===== src/hw/rtl/kli_ram.sv =====
`timescale 1ns / 1ps
`default_nettype none
module kli_ram #(
    parameter int WIDTH = 32,
    parameter int DEPTH = 64
) (
    input  wire logic                     clk,
    input  wire logic                     we,
    input  wire logic [$clog2(DEPTH)-1:0] waddr,
    input  wire logic [WIDTH-1:0]         wdata,
    input  wire logic [$clog2(DEPTH)-1:0] raddr,
    output logic      [WIDTH-1:0]         rdata
);

    logic [WIDTH-1:0] mem [DEPTH];

    always_ff @(posedge clk)
    begin
        if (we)
        begin
            mem[waddr] <= wdata;
        end
        rdata <= mem[raddr];
    end

endmodule
`default_nettype wire


===== config.mk =====
export PLATFORM = sky130hd
export DESIGN_NAME = kli_ram
export DESIGN_NICKNAME = d
export VERILOG_FILES = /design/src/hw/rtl/kli_ram.sv
export SDC_FILE = /design/constraint.sdc
export NUM_CORES = 2
export LEC_CHECK = 0
export BUFFER_PORTS_ARGS = -buffer_cell sky130_fd_sc_hd__buf_2
export CORE_MARGIN = 10
export CORE_UTILIZATION = 57
export DETAILED_ROUTE_END_ITERATION = 8
export GPL_TIMING_DRIVEN = 1
export PLACE_DENSITY = 0.81
export SLEW_MARGIN = 20
export SYNTH_ARGS = -nofsm -noshare
export SYNTH_HDL_FRONTEND = slang
export SYNTH_SLANG_ARGS = --single-unit

===== constraint.sdc =====
create_clock -name clk -period 6.82 [get_ports clk]
set_input_delay 0.341 -clock clk [delete_from_list [all_inputs] [get_ports clk]]
set_output_delay 0.341 -clock clk [all_outputs]
set_load 0.1 [all_outputs]

==> results.py <==
metrics = {
    "run": {
        "max_cap_viol_count": 0,
    },
    "sta": {
        "slew_headroom_pct": 25.74,
        "period_share_pct": 46.30,
        "slew_violations": 0,
        "rsz0062_at_grt": "false",
        "finClkSkew_ps": 30.56,
        "setup_viol": 0,
        "finalHoldViolCount": 0,
        "period_needed_ps": 3158,
        "tns_ps": 0,
        "worst_pin_slew_ps": 1106,
        "layout_setup_ws_ps": 3662,
        "max_freq_mhz": 316.7,
        "hold_slack_ps": 60.61,
    },
    "place": {
        "port_buffers": 77,
        "gp_congestion": 0.8050,
        "place_area_um2": 81630,
        "dp_hpwl_mm": 104.5,
        "pre_cts_ws_ps": 2749,
    },
    "logic_synthesis": {
        "synth.area.top_cells": "edfxtp_1 (78%), mux4_2 (16%), mux2i_1 (1.2%)",
        "yosysMostFrequentCell": "edfxtp_1",
        "synth_cell_types": 34,
        "synth-edff-count": 2048,
        "avgSynthCellArea_um2": 23.62,
        "synthFlopType": "edfxtp_1",
        "async_flop_share_pct": 0,
        "synth.top_cells.by_count": "edfxtp_1 (2048), mux4_2 (544), nor2_1 (137)",
        "syn-cell-area_um2": 78520,
        "yosys_register_bits": 2080,
        "yosysTopAreaCellShare_pct": 78.33,
        "ys_seq_area_share_pct": 79.14,
        "synth_warnings": 0,
        "synthCells": 3324,
        "synth.net_count": 3370,
        "post-synth-top-area-cell": "edfxtp_1",
    },
    "clock_network": {
        "cts.sinks": 2080,
        "cts_hold_buf": 0,
        "post_cts_resized": 0,
        "numCtsBuffers": 188,
        "cts_max_path_buffers": 3,
        "clk_pin_slew_ps": 60,
        "cts_root_buffer": "clkbuf_16",
        "clkLatencyLatePin_ps": 820,
        "cts_tree": "yes",
        "htree_levels": 4,
        "cts_setup_buffers": 0,
    },
    "floorplanning": {
        "core_um2": 137200,
        "die_x_um": 391.1,
        "rows": 136,
        "die_area_um2": 153000,
        "die_h_um": 391.1,
        "initial_utilization_pct": 57.25,
        "ios": 78,
    },
    "detailed_routing": {
        "wl_mm": 208.6,
        "wl_per_cell_um": 38.09,
        "drtIter0Drc": 6319,
        "vias": 38747,
        "routed_via_density": 7.074,
        "final_antenna_net_count": 0,
        "remaining_drc_errors": 0,
        "drtPass1Iterations": 6,
    },
    "setup_path": {
        "critical_path_class": "in2reg",
        "critPathMaxFanout": 88,
        "required_ps": 7490,
        "rrSetupSlack_ps": 4280,
        "end_kind": "register",
        "critPathLaunchType": "primary input",
        "reg2reg_depth": 4,
        "arrival_ps": 3830,
    },
    "pwr": {
        "ir_worst_vdd_v": 0.0002493,
        "p_leak_nw": 27.13,
        "p_per_area_nw_per_um2": 296.0,
    },
    "global_routing": {
        "track_usage_pct": 27.60,
        "grt_pass1_wl_mm": 298.0,
        "grt_max_degree": 97,
        "overflow": 0,
        "grt_pass1_vias": 39706,
        "antenna_found_initial": 17,
    },
    "cells_and_area": {
        "design_area_um2": 87630,
        "drive_gt1_share_pct": 28.41,
        "layout.nets": 3557,
        "area_growth_pct": 11.61,
    },
    "worst_hold_path": {
        "hold_class": "in2reg",
        "holdPathStages": 1,
    },
    "outcome": {
        "status": "finished, final reports clean",
    },
}
-- stage by stage --
stage	instances	util, %	power (mW)
floorplan	3324	-	15.34
global placement	5115	59.52	15.88
detailed placement	5115	59.52	15.92
CTS	5465	63.81	25.98
global route	5470	63.88	26.52
finish	5477	63.89	25.94
-- worst paths after layout --
path | start | to
max | raddr[1] | rdata[13]
min | wdata[0] | mem[32][0]
max reg2reg | mem[0][30] | rdata[30]
min reg2reg | mem[56][18] | rdata[18]
-- where the power goes --
part	internal (mW)	total, mW	switching, mW
registers	14.2	14.2	0.0655
logic	0.462	1.48	1.01
clock network	5.64	10.2	4.61
total	20.3	25.9	5.69
-- area by class of cell --
class	instances	area, um2
clock buffer	268	5179
antenna	12	30.03
tap	1794	2245
multi-input combinational	1062	15980
sequential	2080	62140
timing repair buffer	179	1349
fill	8302	49520
clock inverter	82	709.4
-- worst max-delay path, stage by stage --
cell and delay (ps):
buf_8 510, buf_4 740, nand3b_1 550, o221ai_1 530, a21oi_1 150, a21oi_1 640, nor2_1 110
-- metal layers --
metal	vias up	routed length [um]	GRT usage, %
li1	14624	-	-
met4	10	10490	13.14
met1	19951	68140	36.25
met3	665	29790	7.697
met5	-	57	0
met2	3497	100100	43.11
-- registers in the layout (all words and copies together) (netlist names) --
name   cells
rdata     32
mem     2048
-- placed cells by master (no fill, tap or decap), types with 6 or more instances in the layout --
cell type / n
a21oi_1: 62
nand2_1: 26
o221ai_1: 27
o22ai_1: 83
nor2b_1: 14
bufinv_16: 9
a22oi_1: 12
inv_6: 6
clkbuf_16: 191
dfxtp_1: 32
mux4_2: 544
nor2_4: 62
clkbuf_8: 11
a311oi_1: 8
buf_2: 42
edfxtp_1: 2048
clkinv_1: 36
buf_4: 127
clkbuf_1: 66
buf_12: 7
diode_2: 12
nand2b_1: 7
mux2i_1: 93
clkinv_2: 22
nor2_1: 74
-- cells by family after synthesis --
group	after synthesis	synth area share (%)
compound gates	202	1.673
buf+inv	182	1.128
simple gates	223	1.265
mux	637	16.79
flops	2080	79.14
Note: power is estimated with default switching activity, not from simulation.
