$ cat config.mk
export PLATFORM = sky130hd
export DESIGN_NAME = kli_mix
export DESIGN_NICKNAME = d
export VERILOG_FILES = /design/src/hw/rtl/kli_mix.sv
export SDC_FILE = /design/constraint.sdc
export NUM_CORES = 1
export LEC_CHECK = 0
export ABC_AREA = 1
export BUFFER_PORTS_ARGS = -buffer_cell sky130_fd_sc_hd__buf_2
export CELL_PAD_IN_SITES_DETAIL_PLACEMENT = 1
export CELL_PAD_IN_SITES_GLOBAL_PLACEMENT = 1
export CORE_AREA = 4 4 248 372
export DETAILED_ROUTE_END_ITERATION = 10
export DIE_AREA = 0 0 252 376
export PLACE_DENSITY = 0.55
export SYNTH_ARGS = -nofsm -noshare
export SYNTH_HDL_FRONTEND = slang
export SYNTH_SLANG_ARGS = --single-unit
export TNS_END_PERCENT = 20
$ cat constraint.sdc
create_clock -name clk -period 17.74 [get_ports clk]
set_clock_uncertainty 0.15 [all_clocks]
set_input_delay 5.322 -clock clk [delete_from_list [all_inputs] [get_ports clk]]
set_output_delay 5.322 -clock clk [all_outputs]
set_load 0.02 [all_outputs]
$ cat src/hw/rtl/kli_mix.sv
`timescale 1ns / 1ps
`default_nettype none
module kli_mix (
    input  wire logic               clk,
    input  wire logic signed [32:0] diff,
    input  wire logic        [15:0] frac,
    input  wire logic signed [31:0] base,
    output logic signed      [31:0] result
);

    logic signed [49:0] prod_reg;
    logic signed [49:0] prod_next;
    logic signed [33:0] sum;

    assign prod_next = 50'(diff) * 50'($signed({1'b0, frac}));

    always_ff @(posedge clk)
    begin
        prod_reg <= prod_next;
    end

    assign sum    = 34'(base) + 34'(prod_reg >>> 16);
    assign result = sum[31:0];

endmodule
`default_nettype wire

==> run metrics, run 1 <==
clock buffer depth=2; Synth Area in Adders=between 50% and 60%; Hold Vio Cnt, Final=0; row count=between 100 and 150; clk root buf=clkbuf_16; WHS=approximately 6000 ps; Die W=roughly 250 µm; setup_tns=0 ps; gr usage total=between 10% and 20%; initial antenna violation count=0; CP endpoint kind=output port; pin count of the biggest net entering global routing=35; vias in the first global route=21400; Area growth, synth to finish=8.11%; Req. time, crit path=~12000 ps; Util after Layout=a little over a quarter; Overflow after GRT=0; max cap viols=0; Mapped Cells=3089; Setup Viol. Count Final=0; Synth Area in XOR/XNOR=roughly 1.7%; area of the die=between 90000 and 100000 µm²; vias post-DR=approximately 18000; Setup crit start kind=input pin; detailed-route DRC error count=0; io pins=114; post-DP HPWL=roughly 66 mm; 1st-iter DRT viols=494; # clock sinks=32; delay-heaviest family, CP=simple AND/OR/NAND/NOR gates; synthesized area=~22000 µm²; Seq cells post-synth=32; worst min-delay path category=in -> reg; crit-path max cell delay=approximately 420 ps; Tmin final=~13000 ps; CTS H-tree lvls=2; hold_buf cts=0; cell chain of the critical path=buf_2, ha_1, inv_1, fa_1, nand3b_1, nand2_1, a21boi_2, o21ai_2, nand2_1, nand2_1, nand2_1, nand2_1, buf_2; Core ar.=between 80000 and 90000 µm²; Yosys cell types=39; Final Instance Count excl. Fillers=4252; clock slew at reported path FFs=approximately 50 ps; Final Net Count=3810; worst-path fanout max=5; Die H=376 µm; Rel. slew slack=between 30% and 40%; Tightest Pin Transition=1000 ps; fmax=between 70 and 80 MHz; CP bufs+invs=3; Starting Density=approximately a quarter; Post-synth EDFFs=0; Post-synth top flop=dfxtp_1; CP arrival=7380 ps; cell mode on critical path=nand2_1; Antenna Diode Count=0; wire length per cell=approximately 18 µm; status=completed; synth warn=0; Syn Area/Cell=7.16 µm²; Avg Vias per Cell=approximately 4.3; Post-Place Cells=roughly 4200; mux cell area share after synthesis=0%; Crit Path Category=in -> out; CTS tree=built; commonest non-fill, non-tap cell in the layout=inv_1; post-route antenna net violation count=0; Compound-Gate Fraction of Synth Area=a little under 4%; post-synth net total=3804; final worst path period share=a little over 70%; post-CTS sizing=0; Crit-path slowest cell=fa_1; RSZ-0062 raised after global routing=false; sequential fraction of the synthesis area=2.90%; fraction of layout cells with a size suffix above 1=5.33%; max reg flops=32; Synth Area in Simple Gates=around a fifth; Post-synth ARST share=0%; routability congestion estimate=0.865; Port Buffers=between 100 and 150; first-pass GRT wire length=roughly 120 mm; most frequent cells in the layout=inv_1, nand2_1, fa_1; final wirelength=76.6 mm; max-slew violations=0; drt first pass iters=4; total CTS buffers=5; Post-CTS Setup Inserts=0; combinational family with the most area after synthesis=adder cells
==> final cells by class <==
| class | instances | area (µm²) |
|---|---|---|
| clock buffers | 6 | 129 |
| clock inverters | 2 | 35.0 |
| repair buffers | 125 | 656 |
| multi-input cells | 1980 | 17400 |
| flip-flops and latches | 32 | 641 |
| well taps | 1156 | 1450 |
| fillers | 11000 | 65000 |
| inverters | 951 | 3570 |
==> worst min-delay path, delay by kind of cell <==
kind                   cells  cell delay (ps)
and+or+nand+nor            8              770
buffers and inverters      1              240
==> worst paths after layout <==
| kind | startpoint | to | slack [ps] | cells after the start |
|---|---|---|---|---|
| setup / recovery | base[0] | result[30] | 4890 | 13 |
| hold / removal | diff[32] | prod_reg[47] | 6010 | 9 |
==> synth_stat cells (all sizes together) (11+ instances only) <==
library cell | instances | share of area [%]
fa | 490 | 44
nand4 | 19 | 0.54
inv | 951 | 16
dfxtp | 32 | 2.9
o21ai | 36 | 0.83
nand2 | 919 | 16
clkbuf | 126 | 2.1
o21bai | 16 | 0.54
nor2 | 120 | 2.2
xor2 | 32 | 1.3
nor3 | 11 | 0.25
ha | 143 | 8.1
a21oi | 83 | 1.9
nand3 | 68 | 1.6
==> kinds of logic after synthesis <==
| logic type | Yosys count |
|---|---|
| AOI/OAI and AO/OA | 154 |
| xor gates and xnor gates | 42 |
| adders and majority gates | 633 |
| buffers and inverters | 1077 |
| DFF | 32 |
| and+or+nand+nor | 1151 |
==> per-stage QoR <==
step	instance area, µm²	setup slack [ps]
after global placement	23700	4930
after detailed placement	23700	4920
final	23900	4890
after CTS	23900	4910
after floorplan	22100	5290
after global routing	23900	4780
==> metal layers <==
| layer | up-vias | track usage, % | wire length, µm |
|---|---|---|---|
| li1 | 8664 | - | - |
| met1 | 9366 | 18.1 | 29800 |
| met2 | 204 | 34.6 | 44100 |
| met3 | 63 | 0.359 | 1040 |
| met4 | 0 | 3.22 | 1680 |
| met5 | - | 0 | 0 |
Power of run 1 is left out: the tool's default activity adds up to more than one toggle a clock period on the data nets, which glitch-free logic cannot reach.
==> run 2: changes to the inputs <==
==> constraint.sdc (replaced) <==
create_clock -name clk -period 12.6 [get_ports clk]
set_clock_uncertainty 0.15 [all_clocks]
set_input_delay 3.78 -clock clk [delete_from_list [all_inputs] [get_ports clk]]
set_output_delay 3.78 -clock clk [all_outputs]
set_load 0.02 [all_outputs]
==> run metrics, run 2 (synthesis results as in run 1) <==
status=completed; routability congestion estimate=0.837 (-3.3%); initial antenna violation count=1 (+1); Rel. slew slack=30.6% (-2.6 points); post-DP HPWL=66.4 mm (+1.4%); crit-path max cell delay=740 ps (+320 ps); RSZ-0062 raised after global routing=false; Setup crit start kind=input pin; setup_tns=0 ps (unchanged); area of the die=94800 µm² (unchanged); Multi-input gate area=17400 µm² (unchanged); Post-CTS Setup Inserts=0 (unchanged); Area after DPL=23700 µm² (-0.32%); post-CTS sizing=0 (unchanged); Util after Layout=26.8% (-0.11 points); commonest non-fill, non-tap cell in the layout=inv_1; pin count of the biggest net entering global routing=35 (unchanged); delay-heaviest family, CP=adder cells; total CTS buffers=5 (unchanged); worst-path fanout max=33 (+28); Finished Cell Area=23800 µm² (-0.40%); wire length per cell=18.2 µm (+1.3%); CP endpoint kind=register; vias in the first global route=21500 (+0.24%); gr usage total=16.7% (+0.22 points); hold_buf cts=0 (unchanged); Fillers=11000 (-0.41%); row count=134 (unchanged); clk root buf=clkbuf_16; Starting Density=24.9% (unchanged); clock slew at reported path FFs=60 ps (about the same); Avg Vias per Cell=4.32 (+0.43%); worst min-delay path category=in -> reg; CP arrival=10050 ps (+2670 ps); Tightest Pin Transition=1040 ps (+38.9 ps); max cap viols=0 (unchanged); Core ar.=88900 µm² (unchanged); vias post-DR=18300 (+0.19%); Hold Vio Cnt, Final=0 (unchanged); max-slew violations=0 (unchanged); Final Net Count=3800 (-0.26%); Die H=376 µm (unchanged); Crit-path slowest cell=buf_2; Antenna Diode Count=0 (unchanged); fmax=99.3 MHz; Tmin final=10070 ps; fraction of layout cells with a size suffix above 1=5.06% (-0.27 points); Area growth, synth to finish=7.68%; 1st-iter DRT viols=465 (-5.9%); first-pass GRT wire length=122 mm (+0.51%); Crit Path Category=in -> reg; Setup Viol. Count Final=0 (unchanged); Overflow after GRT=0 (unchanged); # clock sinks=32 (unchanged); max reg flops=32 (unchanged); CTS tree=built; register area=641 µm² (unchanged); CP bufs+invs=5 (+2); detailed-route DRC error count=0 (unchanged); io pins=114 (unchanged); drt first pass iters=4 (unchanged); most frequent cells in the layout=inv_1, nand2_1, fa_1; cell mode on critical path=fa_1; final wirelength=77.4 mm (+1.1%); CTS H-tree lvls=2 (unchanged); final worst path period share=79.9%; Port Buffers=113 (unchanged); post-route antenna net violation count=0 (unchanged); cell chain of the critical path=buf_2, nand2_1, fa_1, inv_1, fa_1, fa_1, fa_1, fa_1, inv_1, fa_1, inv_1, ha_1, a21oi_1, inv_1, a21oi_2, nor2_1, nor2_1, nand3_1, xor2_1; clock buffer depth=2 (unchanged); Die W=252 µm (unchanged); Req. time, crit path=12590 ps (+320 ps)
## run 2: metrics by stage
step                      setup slack, ps  std cells  hold WS (ps)
after global placement               2150       4234          4240
after CTS                            2530       4242          4410
after floorplan                      3240       3089          4130
final                                2530       4242          4390
after detailed placement             2240       4234          4240
after global routing                 2160       4242          4540
## run 2: per-layer routing
layer	part of all wire, %	track usage (%)
met5	0.017	0
met3	2.6	1.17
met1	37	17.7
met2	56	34.0
met4	4.3	5.82
## run 2: cell type report
cell class | count | share of cell area, %
clock inverters | 3 | 0.0788
inverters | 951 | 15.0
multi-input cells | 1980 | 73.2
clock buffers | 5 | 0.526
flip-flops and latches | 32 | 2.69
repair buffers | 115 | 2.44
well taps | 1156 | 6.08
## run 2: final timing paths
path / from / endpoint / slack [ps] / depth (start not counted)
setup / recovery: frac[8] / prod_reg[27] / 2530 / 19
hold / removal: diff[32] / prod_reg[47] / 4390 / 9
## run 2: tightest hold or removal path: stages
cell and delay (ps):
buf_2 230, nand2_1 120, nand2_1 80, nand3_1 100, nand3_1 100, nand3_1 100
nand3_1 100, nand3_1 90, nand2_1 70
Power of run 2 is left out for the same reason.
