==> src/hw/rtl/kli_div.sv <==
`timescale 1ns / 1ps
`default_nettype none
module kli_div (
    input  wire logic        clk,
    input  wire logic        rst_n,
    input  wire logic        start,
    input  wire logic [31:0] num,
    input  wire logic [31:0] den,
    output logic             busy,
    output logic      [15:0] quot
);

    logic [32:0] rem_reg;
    logic [32:0] rem_next;
    logic [15:0] quot_reg;
    logic [15:0] quot_next;
    logic [4:0]  cnt_reg;
    logic [4:0]  cnt_next;
    logic [33:0] trial;

    assign trial = {rem_reg, 1'b0} - {2'b0, den};

    always_comb
    begin
        rem_next  = rem_reg;
        quot_next = quot_reg;
        cnt_next  = cnt_reg;
        if (start)
        begin
            rem_next  = {1'b0, num};
            quot_next = '0;
            cnt_next  = 5'd16;
        end
        else if (cnt_reg != 5'd0)
        begin
            cnt_next = cnt_reg - 5'd1;
            if (!trial[33])
            begin
                rem_next  = trial[32:0];
                quot_next = {quot_reg[14:0], 1'b1};
            end
            else
            begin
                rem_next  = {rem_reg[31:0], 1'b0};
                quot_next = {quot_reg[14:0], 1'b0};
            end
        end
    end

    always_ff @(posedge clk or negedge rst_n)
    begin
        if (!rst_n)
        begin
            cnt_reg <= '0;
        end
        else
        begin
            cnt_reg <= cnt_next;
        end
    end

    always_ff @(posedge clk)
    begin
        rem_reg  <= rem_next;
        quot_reg <= quot_next;
    end

    assign busy = (cnt_reg != 5'd0);
    assign quot = quot_reg;

endmodule
`default_nettype wire

==> config.mk <==
export PLATFORM = sky130hd
export DESIGN_NAME = kli_div
export DESIGN_NICKNAME = d
export VERILOG_FILES = /design/src/hw/rtl/kli_div.sv
export SDC_FILE = /design/constraint.sdc
export NUM_CORES = 1
export LEC_CHECK = 0
export BUFFER_PORTS_ARGS = -buffer_cell sky130_fd_sc_hd__buf_2
export CORE_MARGIN = 3
export CORE_UTILIZATION = 40
export CTS_CLUSTER_DIAMETER = 40
export DETAILED_ROUTE_END_ITERATION = 10
export PLACE_DENSITY = 0.67
export SLEW_MARGIN = 10
export SYNTH_ARGS = -nofsm -noshare
export SYNTH_HDL_FRONTEND = slang
export SYNTH_SLANG_ARGS = --single-unit
==> constraint.sdc <==
create_clock -name clk -period 2.7 [get_ports clk]
set_input_delay 0.405 -clock clk [delete_from_list [all_inputs] [get_ports clk]]
set_output_delay 0.405 -clock clk [all_outputs]
set_load 0.02 [all_outputs]
==> impl_metrics.json, run 1 <==
{
  "status": "finished, violations left",
  "failed_checks": "negative setup slack",
  "grt_pass1_vias": 4428,
  "relSlewSlack_pct": 65.4,
  "start_util_pct": 41.4,
  "yosysUniqueCellTypes": 67,
  "timing.setup.tns_ns": -4.30,
  "clk_latency_ns": 0.33,
  "drive_gt1_share_pct": 43.3,
  "dieHeight_um": 110,
  "grt_pass1_wl_mm": 20.5,
  "hold_viol_final": 0,
  "power_density_nw_per_um2": 1310,
  "antenna_found_initial": 1,
  "setup_ws_ns": -0.265,
  "io_pins": 84,
  "cp.required_ns": 2.79,
  "io_buffers": 83,
  "routed_wirelength_mm": 12.4,
  "cts_tree": "yes",
  "cp-end-kind": "flip-flop",
  "track_usage_pct": 21.1,
  "drc": 0,
  "syn-num-nets": 591,
  "cts_buffers": 5,
  "core_um2": 10400,
  "clock-root-buffer": "clkbuf_8",
  "multi_input_area_um2": 3090,
  "ys_seq_area_share_pct": 33.1,
  "fin_crit_sh_pct": 110,
  "critPathArrivalTime_ns": 3.06,
  "seq_area_um2": 1430,
  "stdcell_count": 827,
  "ys_seq_elements": 54,
  "syn-cell-area_um2": 4310,
  "final_core_util_pct": 61.5,
  "rsz0062_at_grt": "yes",
  "cts_buffer_depth": 2,
  "num-fill-cells": 900,
  "nNetsFinal": 790,
  "synth.top_cells.by_count": "71 x nand2_1, 40 x a21oi_1, 40 x inv_1, 33 x ha_1, 32 x edfxtp_1",
  "drv_slew": 0,
  "wl_per_cell_um": 15.0,
  "via_per_inst": 5.25,
  "synth_area_leaders": "edfxtp_1 22%, ha_1 9.6%, dfxtp_1 7.9%",
  "grt_remaining_overflow": 0,
  "synth-async-reset-ratio_pct": 9.26,
  "rows": 37,
  "clock_sinks": 54,
  "netlist.area_leader.share_pct": 22.3,
  "syn_inst": 490,
  "critPathMaxFanout": 7,
  "place_hpwl_mm": 9.08,
  "die_area_um2": 12100,
  "finalSetupViolations": 32,
  "skew_ns": 0.0125,
  "ys.flop_type": "edfxtp_1",
  "path_class": "reg2reg",
  "synth_largest_area_cell": "edfxtp_1",
  "die_x_um": 110,
  "hold_path_class": "in2reg",
  "place_inst": 795,
  "drt-pass1-iter-count": 8,
  "max_cap_viol_count": 0,
  "first_iter_violations": 213,
  "min_period_ns": 2.96,
  "htreeDepth": 2,
  "vdd_drop_max_v": 0.000488,
  "synth_edf_count": 32,
  "path_clk_slew_ns": 0.12,
  "avgSynthCellArea_um2": 8.80,
  "synth.most_common_cell": "nand2_1",
  "yosys_warnings": 0,
  "via_count": 4344,
  "syn_to_final_growth_pct": 48.6,
  "p_leak_nw": 2.97,
  "gp_congestion": 0.936,
  "grt_start_max_net_pins": 83,
  "start_kind": "flip-flop",
  "fmax_ghz": 0.337,
  "postRouteAntennaNets": 0,
  "worst_slew_pin_slew_ns": 0.519,
  "largest_reg_flops": 33
}
-- final timing paths --
path                                       startpoint                     end  slack (ns)  cells past startpoint
max in group asynchronous                       rst_n  cnt_reg[1]$_DFFE_PN0P_        2.15                      2
min in group asynchronous                       rst_n  cnt_reg[3]$_DFFE_PN0P_        0.41                      2
worst max-delay path            rem_reg[23]$_DFFE_PP_    rem_reg[8]$_DFFE_PP_       -0.26                     10
worst min-delay path                          num[19]   rem_reg[19]$_DFFE_PP_        0.36                      3
worst max register to register  rem_reg[23]$_DFFE_PP_    rem_reg[8]$_DFFE_PP_       -0.26                     10
worst min register to register  quot[15]$_SDFFE_PP0P_   quot[15]$_SDFFE_PP0P_        0.46                      2
-- cell families (layout without fill, tap and decap cells) --
logic type               Yosys count  count (layout)  synth area share [%]
flip-flops                        54              54                  33.1
buffers and inverters             61             261                  5.83
AO/OA/AOI/OAI                    142             142                  21.8
multiplexers                      31              31                  7.52
XOR/XNOR                          29              29                  6.33
other                              0               1                     0
AND/OR/NAND/NOR                  139             139                  15.4
adder cells (fa/ha/maj)           34              34                  10.0
-- cell usage in the layout (no fill, tap or decap), types with 18 or more instances in the layout --
master and count:
buf_4 119, buf_2 83, nand2_1 71, inv_1 37, a21oi_1 34, edfxtp_1 32
xnor2_1 23, o21ai_1 22, nor2_1 20, ha_1 18
-- cell type report --
cell class              instances  area share, %
flip-flops and latches         54           22.3
clock buffers                   5           1.07
inverters                      40           2.54
repair buffers                213           22.7
well taps                     136           2.66
multi-input cells             375           48.3
diodes                          1         0.0391
clock inverters                 3          0.449
-- per-layer routing --
layer,vias up,wire length [um],global-route usage [%]
met5,-,20,0
met4,2,201,4.90
met3,26,576,4.17
li1,2173,-,-
met2,104,6100,36.0
met1,2039,5490,27.4
-- critical path: stages (launching register included) --
cell and delay [ns]:
edfxtp_1 0.45, ha_1 0.35, a21oi_1 0.24, o21ai_0 0.19, a211oi_2 0.28, o21ai_4 0.11, a31oi_4 0.20, xnor2_4 0.17
buf_6 0.18, mux2_4 0.30, mux2_4 0.26
-- power by group --
group | switching [mW] | total (mW) | internal [mW]
registers | 0.259 | 1.55 | 1.29
clock network | 0.324 | 0.519 | 0.195
logic | 2.83 | 6.29 | 3.47
-- stage by stage --
step	setup WS (ns)	power (mW)	area, um^2	hold slack (ns)
floorplan	-0.176	4.89	4430	0.109
global placement	-0.606	6.64	5740	0.227
detailed placement	-0.703	6.77	5740	0.231
CTS	-0.207	7.96	6240	0.352
global route	-0.378	9.02	6400	0.354
finish	-0.265	8.37	6400	0.358
-- repair_timing --
| item | CTS | global route |
|---|---|---|
| gates resized for setup | 42 | 23 |
| hold buffers | 1 | 0 |
| endpoints found under the setup margin | 34 | 33 |
| pin swaps | 22 | 15 |
| endpoints found under the hold margin | 5 | 0 |
| buffers inserted | 14 | 10 |
No activity file was read; power rests on OpenSTA's default activity.
==> run 2: changes to the inputs <==
Settings changed: REMOVE_ABC_BUFFERS set to 1.
==> run 2 against run 1 <==
  * The run still ends with negative setup slack left
  * Sequential power about the same
  * Maximum frequency decreased by 0.58%
  * Sequential share of layout area increased by 1.8 points
  * Count of clock-buffer cells in the layout unchanged
==> impl_metrics.json, run 2 (synthesis results as in run 1) <==
{
  "grt_start_max_net_pins": 83,
  "drc": 0,
  "cts_tree": "yes",
  "start_util_pct": 41.4,
  "timing.setup.tns_ns": -6.04,
  "r2r-start": "rem_reg[3]$_DFFE_PP_",
  "wl_per_cell_um": 14.8,
  "dpl-instance-area_um2": 5460,
  "setup_ws_ns": -0.282,
  "start_kind": "flip-flop",
  "rows": 37,
  "cp_top_family": "compound AO/OA/AOI/OAI gates",
  "path_class": "reg2reg",
  "p_clk_share_pct": 6.7,
  "place_worst_setup_slack_ns": -0.593,
  "cp-end-kind": "flip-flop",
  "final_common_cell": "buf_4",
  "hold_path_class": "in2reg",
  "stdcell_count": 798,
  "grt_pass1_wl_mm": 18.9,
  "path_cells": "ha_4 > buf_6 > o211ai_1 > a21oi_2 > o21ai_2 > o2111a_2 > o21ai_4 > a31oi_4 > xnor2_4 > buf_6 > mux2_4 > mux2_4",
  "htreeDepth": 2,
  "r2r_slack_ns": -0.28,
  "relSlewSlack_pct": 67.5,
  "io_buffers": 83,
  "gp_congestion": 0.890,
  "routed_wirelength_mm": 11.8,
  "num_antenna_cells": 0,
  "finalSetupViolations": 33,
  "dieHeight_um": 110,
  "vdd_drop_max_v": 0.000539,
  "failed_checks": "negative setup slack",
  "cp.required_ns": 2.80,
  "critical_path_depth": 12,
  "antenna_found_initial": 0,
  "place_hpwl_mm": 8.76,
  "p_seq_share_pct": 20.0,
  "p_sw_share_pct": 40.9,
  "grt_remaining_overflow": 0,
  "via_count": 4206,
  "min_period_ns": 2.98,
  "clk_latency_ns": 0.34,
  "core_um2": 10400,
  "syn_to_final_growth_pct": 37.6,
  "grt_pass1_vias": 4122,
  "track_usage_pct": 19.7,
  "path_clk_slew_ns": 0.12,
  "fmax_ghz": 0.335,
  "place_inst": 772,
  "min_from": "num[26]",
  "max_cap_viol_count": 0,
  "drv_slew": 0,
  "status": "finished, violations left",
  "slowest_delay_ns": 0.45,
  "power_switching_mw": 3.14,
  "seq_area_um2": 1430,
  "hold_viol_final": 0,
  "clock-root-buffer": "clkbuf_8",
  "r2r_cells": 12,
  "skew_ns": 0.0153,
  "multi_input_area_um2": 2850,
  "num-fill-cells": 971,
  "p_int_mw": 4.54,
  "critPathArrivalTime_ns": 3.08,
  "power_density_nw_per_um2": 1290,
  "path_buf_inv": 2,
  "fin_crit_sh_pct": 110,
  "crit_slowest_cell": "edfxtp_1",
  "layout_common_cells": "94 x buf_4, 83 x buf_2, 70 x nand2_1, 40 x inv_1, 38 x a21oi_1",
  "p_comb_share_pct": 73.3,
  "drt-pass1-iter-count": 4,
  "stdcell_area_um2": 5930,
  "hold_path_depth": 3,
  "rsz0062_at_grt": "yes",
  "via_per_inst": 5.27,
  "cts_buffers": 5,
  "cts_buffer_depth": 2,
  "final_core_util_pct": 56.9,
  "die_area_um2": 12100,
  "nNetsFinal": 762,
  "worstReg2RegEnd": "rem_reg[4]$_DFFE_PP_",
  "critPathMaxFanout": 5,
  "postRouteAntennaNets": 0,
  "worst_slew_pin_slew_ns": 0.484,
  "holdPathEnd": "rem_reg[26]$_DFFE_PP_",
  "drive_gt1_share_pct": 36.6,
  "p_leak_nw": 2.81,
  "io_pins": 84,
  "first_iter_violations": 171,
  "largest_reg_flops": 33,
  "clock_sinks": 54,
  "die_x_um": 110
}
run 2: metal layers:
metal  part of all wire (%)  track usage, %  vias to the layer above
li1                       -               -                     2109
met1                     43            24.3                     1984
met2                     51            35.0                       99
met3                    4.8            3.05                       14
met4                    1.5            5.88                        0
met5                      0               0                        -
run 2: worst min-delay path: stages:
cell	delay, ns
buf_2	0.07
nand2_1	0.04
o21ai_1	0.06
run 2: stage by stage:
step           total power [mW]  hold WS [ns]
2_1_floorplan              4.54         0.109
3_3_place_gp               6.18         0.221
3_5_place_dp               6.32         0.225
4_1_cts                    7.34         0.335
5_1_grt                    8.28         0.343
6_report                   7.68         0.345
run 2: power groups by stage:
stage,clock (mW),sequential (mW),combinational (mW)
2_1_floorplan,0,1.46,3.08
3_3_place_gp,0,1.50,4.68
3_5_place_dp,0,1.51,4.81
4_1_cts,0.538,1.51,5.29
5_1_grt,0.564,1.58,6.14
6_report,0.512,1.54,5.63
run 2: cell type report:
| type | count | area share, % |
|---|---|---|
| clock buffer | 5 | 1.16 |
| timing repair buffer | 185 | 20.9 |
| multi-input combinational | 375 | 48.0 |
| sequential | 54 | 24.0 |
| clock inverter | 3 | 0.485 |
| inverter | 40 | 2.53 |
| tap | 136 | 2.87 |
run 2: timing repair:
item	4_1_cts	5_1_grt
hold buffers	1	0
hold endpoints to repair	5	0
setup endpoints to repair	34	34
resized for setup	23	18
pin swaps	11	12
buffers inserted	7	10
run 2: worst max path at each step:
stage | endpoint | slack [ns] | from
final | rem_reg[4]$_DFFE_PP_ | -0.28 | rem_reg[3]$_DFFE_PP_
after global routing | rem_reg[27]$_DFFE_PP_ | -0.40 | rem_reg[15]$_DFFE_PP_
after CTS | rem_reg[4]$_DFFE_PP_ | -0.33 | rem_reg[3]$_DFFE_PP_
after detailed placement | rem_reg[27]$_DFFE_PP_ | -0.59 | den[4]
after global placement | rem_reg[28]$_DFFE_PP_ | -0.48 | den[0]
after floorplan | rem_reg[0]$_DFFE_PP_ | -1.33 | cnt_reg[0]$_DFFE_PN0P_
==> run 3: changes to the inputs <==
Settings changed: SKIP_LAST_GASP set to 1.
==> run 3 against run 2 <==
  * The run still ends with negative setup slack left
  * Wire length down 0.51%
  * Combinational power down 0.9%
  * Register-to-register slack about the same
  * Global-route usage down 0.11 points
  * Clock power about the same
  * Sequential power hardly changed
  * Design area is 0.40% lower
==> impl_metrics.json, run 3 (synthesis results as in run 1) <==
{
  "worst_slew_pin_slew_ns": 0.482,
  "io_buffers": 83,
  "min_period_ns": 2.99,
  "max_cap_viol_count": 0,
  "drt-pass1-iter-count": 4,
  "antenna_found_initial": 0,
  "nNetsFinal": 760,
  "vdd_drop_max_v": 0.000545,
  "p_leak_nw": 2.80,
  "grt_remaining_overflow": 0,
  "failed_checks": "negative setup slack",
  "clk_latency_ns": 0.34,
  "drive_gt1_share_pct": 36.1,
  "wl_per_cell_um": 14.8,
  "path_clk_slew_ns": 0.12,
  "stdcell_count": 796,
  "grt_start_max_net_pins": 83,
  "hold_viol_final": 0,
  "final_core_util_pct": 56.7,
  "dpl-instance-area_um2": 5460,
  "power_density_nw_per_um2": 1290,
  "path_cells": "ha_4 > buf_6 > o211ai_1 > a21oi_2 > o21ai_2 > o2111a_2 > o21ai_4 > a31oi_4 > xnor2_4 > buf_6 > mux2_4 > mux2_4",
  "die_area_um2": 12100,
  "hold_ws_ns": 0.346,
  "cp_top_family": "compound AO/OA/AOI/OAI gates",
  "drc": 0,
  "setup_ws_ns": -0.291,
  "gp_congestion": 0.890,
  "finalSetupViolations": 33,
  "track_usage_pct": 19.6,
  "slowest_delay_ns": 0.45,
  "critPathMaxFanout": 5,
  "first_iter_violations": 164,
  "postRouteAntennaNets": 0,
  "dieHeight_um": 110,
  "start_kind": "flip-flop",
  "timing.setup.tns_ns": -6.14,
  "die_x_um": 110,
  "place_hpwl_mm": 8.76,
  "grt_pass1_vias": 4093,
  "place_inst": 772,
  "routed_wirelength_mm": 11.8,
  "place_worst_setup_slack_ns": -0.593,
  "hold_path_class": "in2reg",
  "cp.required_ns": 2.80,
  "layout_common_cells": "93 x buf_4, 83 x buf_2, 71 x nand2_1, 40 x inv_1, 38 x a21oi_1",
  "io_pins": 84,
  "fmax_ghz": 0.334,
  "num_antenna_cells": 0,
  "cts_buffer_depth": 2,
  "start_util_pct": 41.4,
  "via_count": 4192,
  "clock_sinks": 54,
  "largest_reg_flops": 33,
  "skew_ns": 0.0139,
  "core_um2": 10400,
  "clock-root-buffer": "clkbuf_8",
  "crit_slowest_cell": "edfxtp_1",
  "final_common_cell": "buf_4",
  "drv_slew": 0,
  "path_buf_inv": 2,
  "path_class": "reg2reg",
  "critPathArrivalTime_ns": 3.09,
  "cp-end-kind": "flip-flop",
  "stdcell_area_um2": 5910,
  "cts_tree": "yes",
  "grt_pass1_wl_mm": 18.8,
  "syn_to_final_growth_pct": 37.1,
  "cts_buffers": 5,
  "rsz0062_at_grt": "yes",
  "htreeDepth": 2,
  "status": "finished, violations left",
  "relSlewSlack_pct": 67.7,
  "power_mw": 7.63,
  "rows": 37,
  "via_per_inst": 5.27,
  "fin_crit_sh_pct": 111
}
==> run 3: path summary, 6_finish.rpt <==
kind | slack, ns | end | cells past startpoint | from
setup / recovery | -0.29 | rem_reg[4]$_DFFE_PP_ | 12 | rem_reg[3]$_DFFE_PP_
hold / removal | 0.35 | rem_reg[25]$_DFFE_PP_ | 3 | num[25]
setup reg to reg | -0.29 | rem_reg[4]$_DFFE_PP_ | 12 | rem_reg[3]$_DFFE_PP_
hold reg to reg | 0.47 | quot[15]$_SDFFE_PP0P_ | 2 | quot[15]$_SDFFE_PP0P_
max in group asynchronous | 2.16 | cnt_reg[2]$_DFFE_PN0P_ | 2 | rst_n
min in group asynchronous | 0.39 | cnt_reg[4]$_DFFE_PN0P_ | 2 | rst_n
==> run 3: cell type report <==
type                            count  area, um^2
Clock inverter                      3        28.8
Sequential cell                    54        1430
Fill cell                         976        4510
Timing Repair Buffer              183        1220
Inverter                           40         150
Multi-Input combinational cell    375        2840
Clock buffer                        5        68.8
Tap cell                          136         170
==> run 3: power breakdown <==
group | internal (mW) | leakage (nW) | total [mW] | switching [mW]
Combinational | 3.02 | 2.21 | 5.58 | 2.56
Clock | 0.193 | 0.0502 | 0.514 | 0.321
Sequential | 1.29 | 0.545 | 1.53 | 0.241
Total | 4.50 | 2.80 | 7.63 | 3.13
==> run 3: routing by layer <==
| layer | vias to the layer above | track usage, % | share of wire (%) |
|---|---|---|---|
| met5 | - | 0 | 0 |
| met2 | 84 | 34.9 | 51 |
| met3 | 16 | 3.05 | 4.2 |
| met1 | 1983 | 24.1 | 44 |
| met4 | 0 | 5.70 | 1.7 |
| li1 | 2109 | - | - |
==> run 3: worst register-to-register path, stage by stage (launching register included) <==
cell      delay [ns]
edfxtp_1        0.45
ha_4            0.31
buf_6           0.09
o211ai_1        0.09
a21oi_2         0.18
o21ai_2         0.09
o2111a_2        0.28
o21ai_4         0.20
a31oi_4         0.14
xnor2_4         0.20
buf_6           0.16
mux2_4          0.31
mux2_4          0.27
==> run 3: timing repair <==
| item | CTS | global route |
|---|---|---|
| hold endpoints to repair | 5 | 0 |
| cloned | 0 | 0 |
| gates resized for setup | 19 | 19 |
| hold buffers | 1 | 0 |
| endpoints found under the setup margin | 34 | 34 |
| pin swaps | 11 | 11 |
| setup buffers | 7 | 8 |
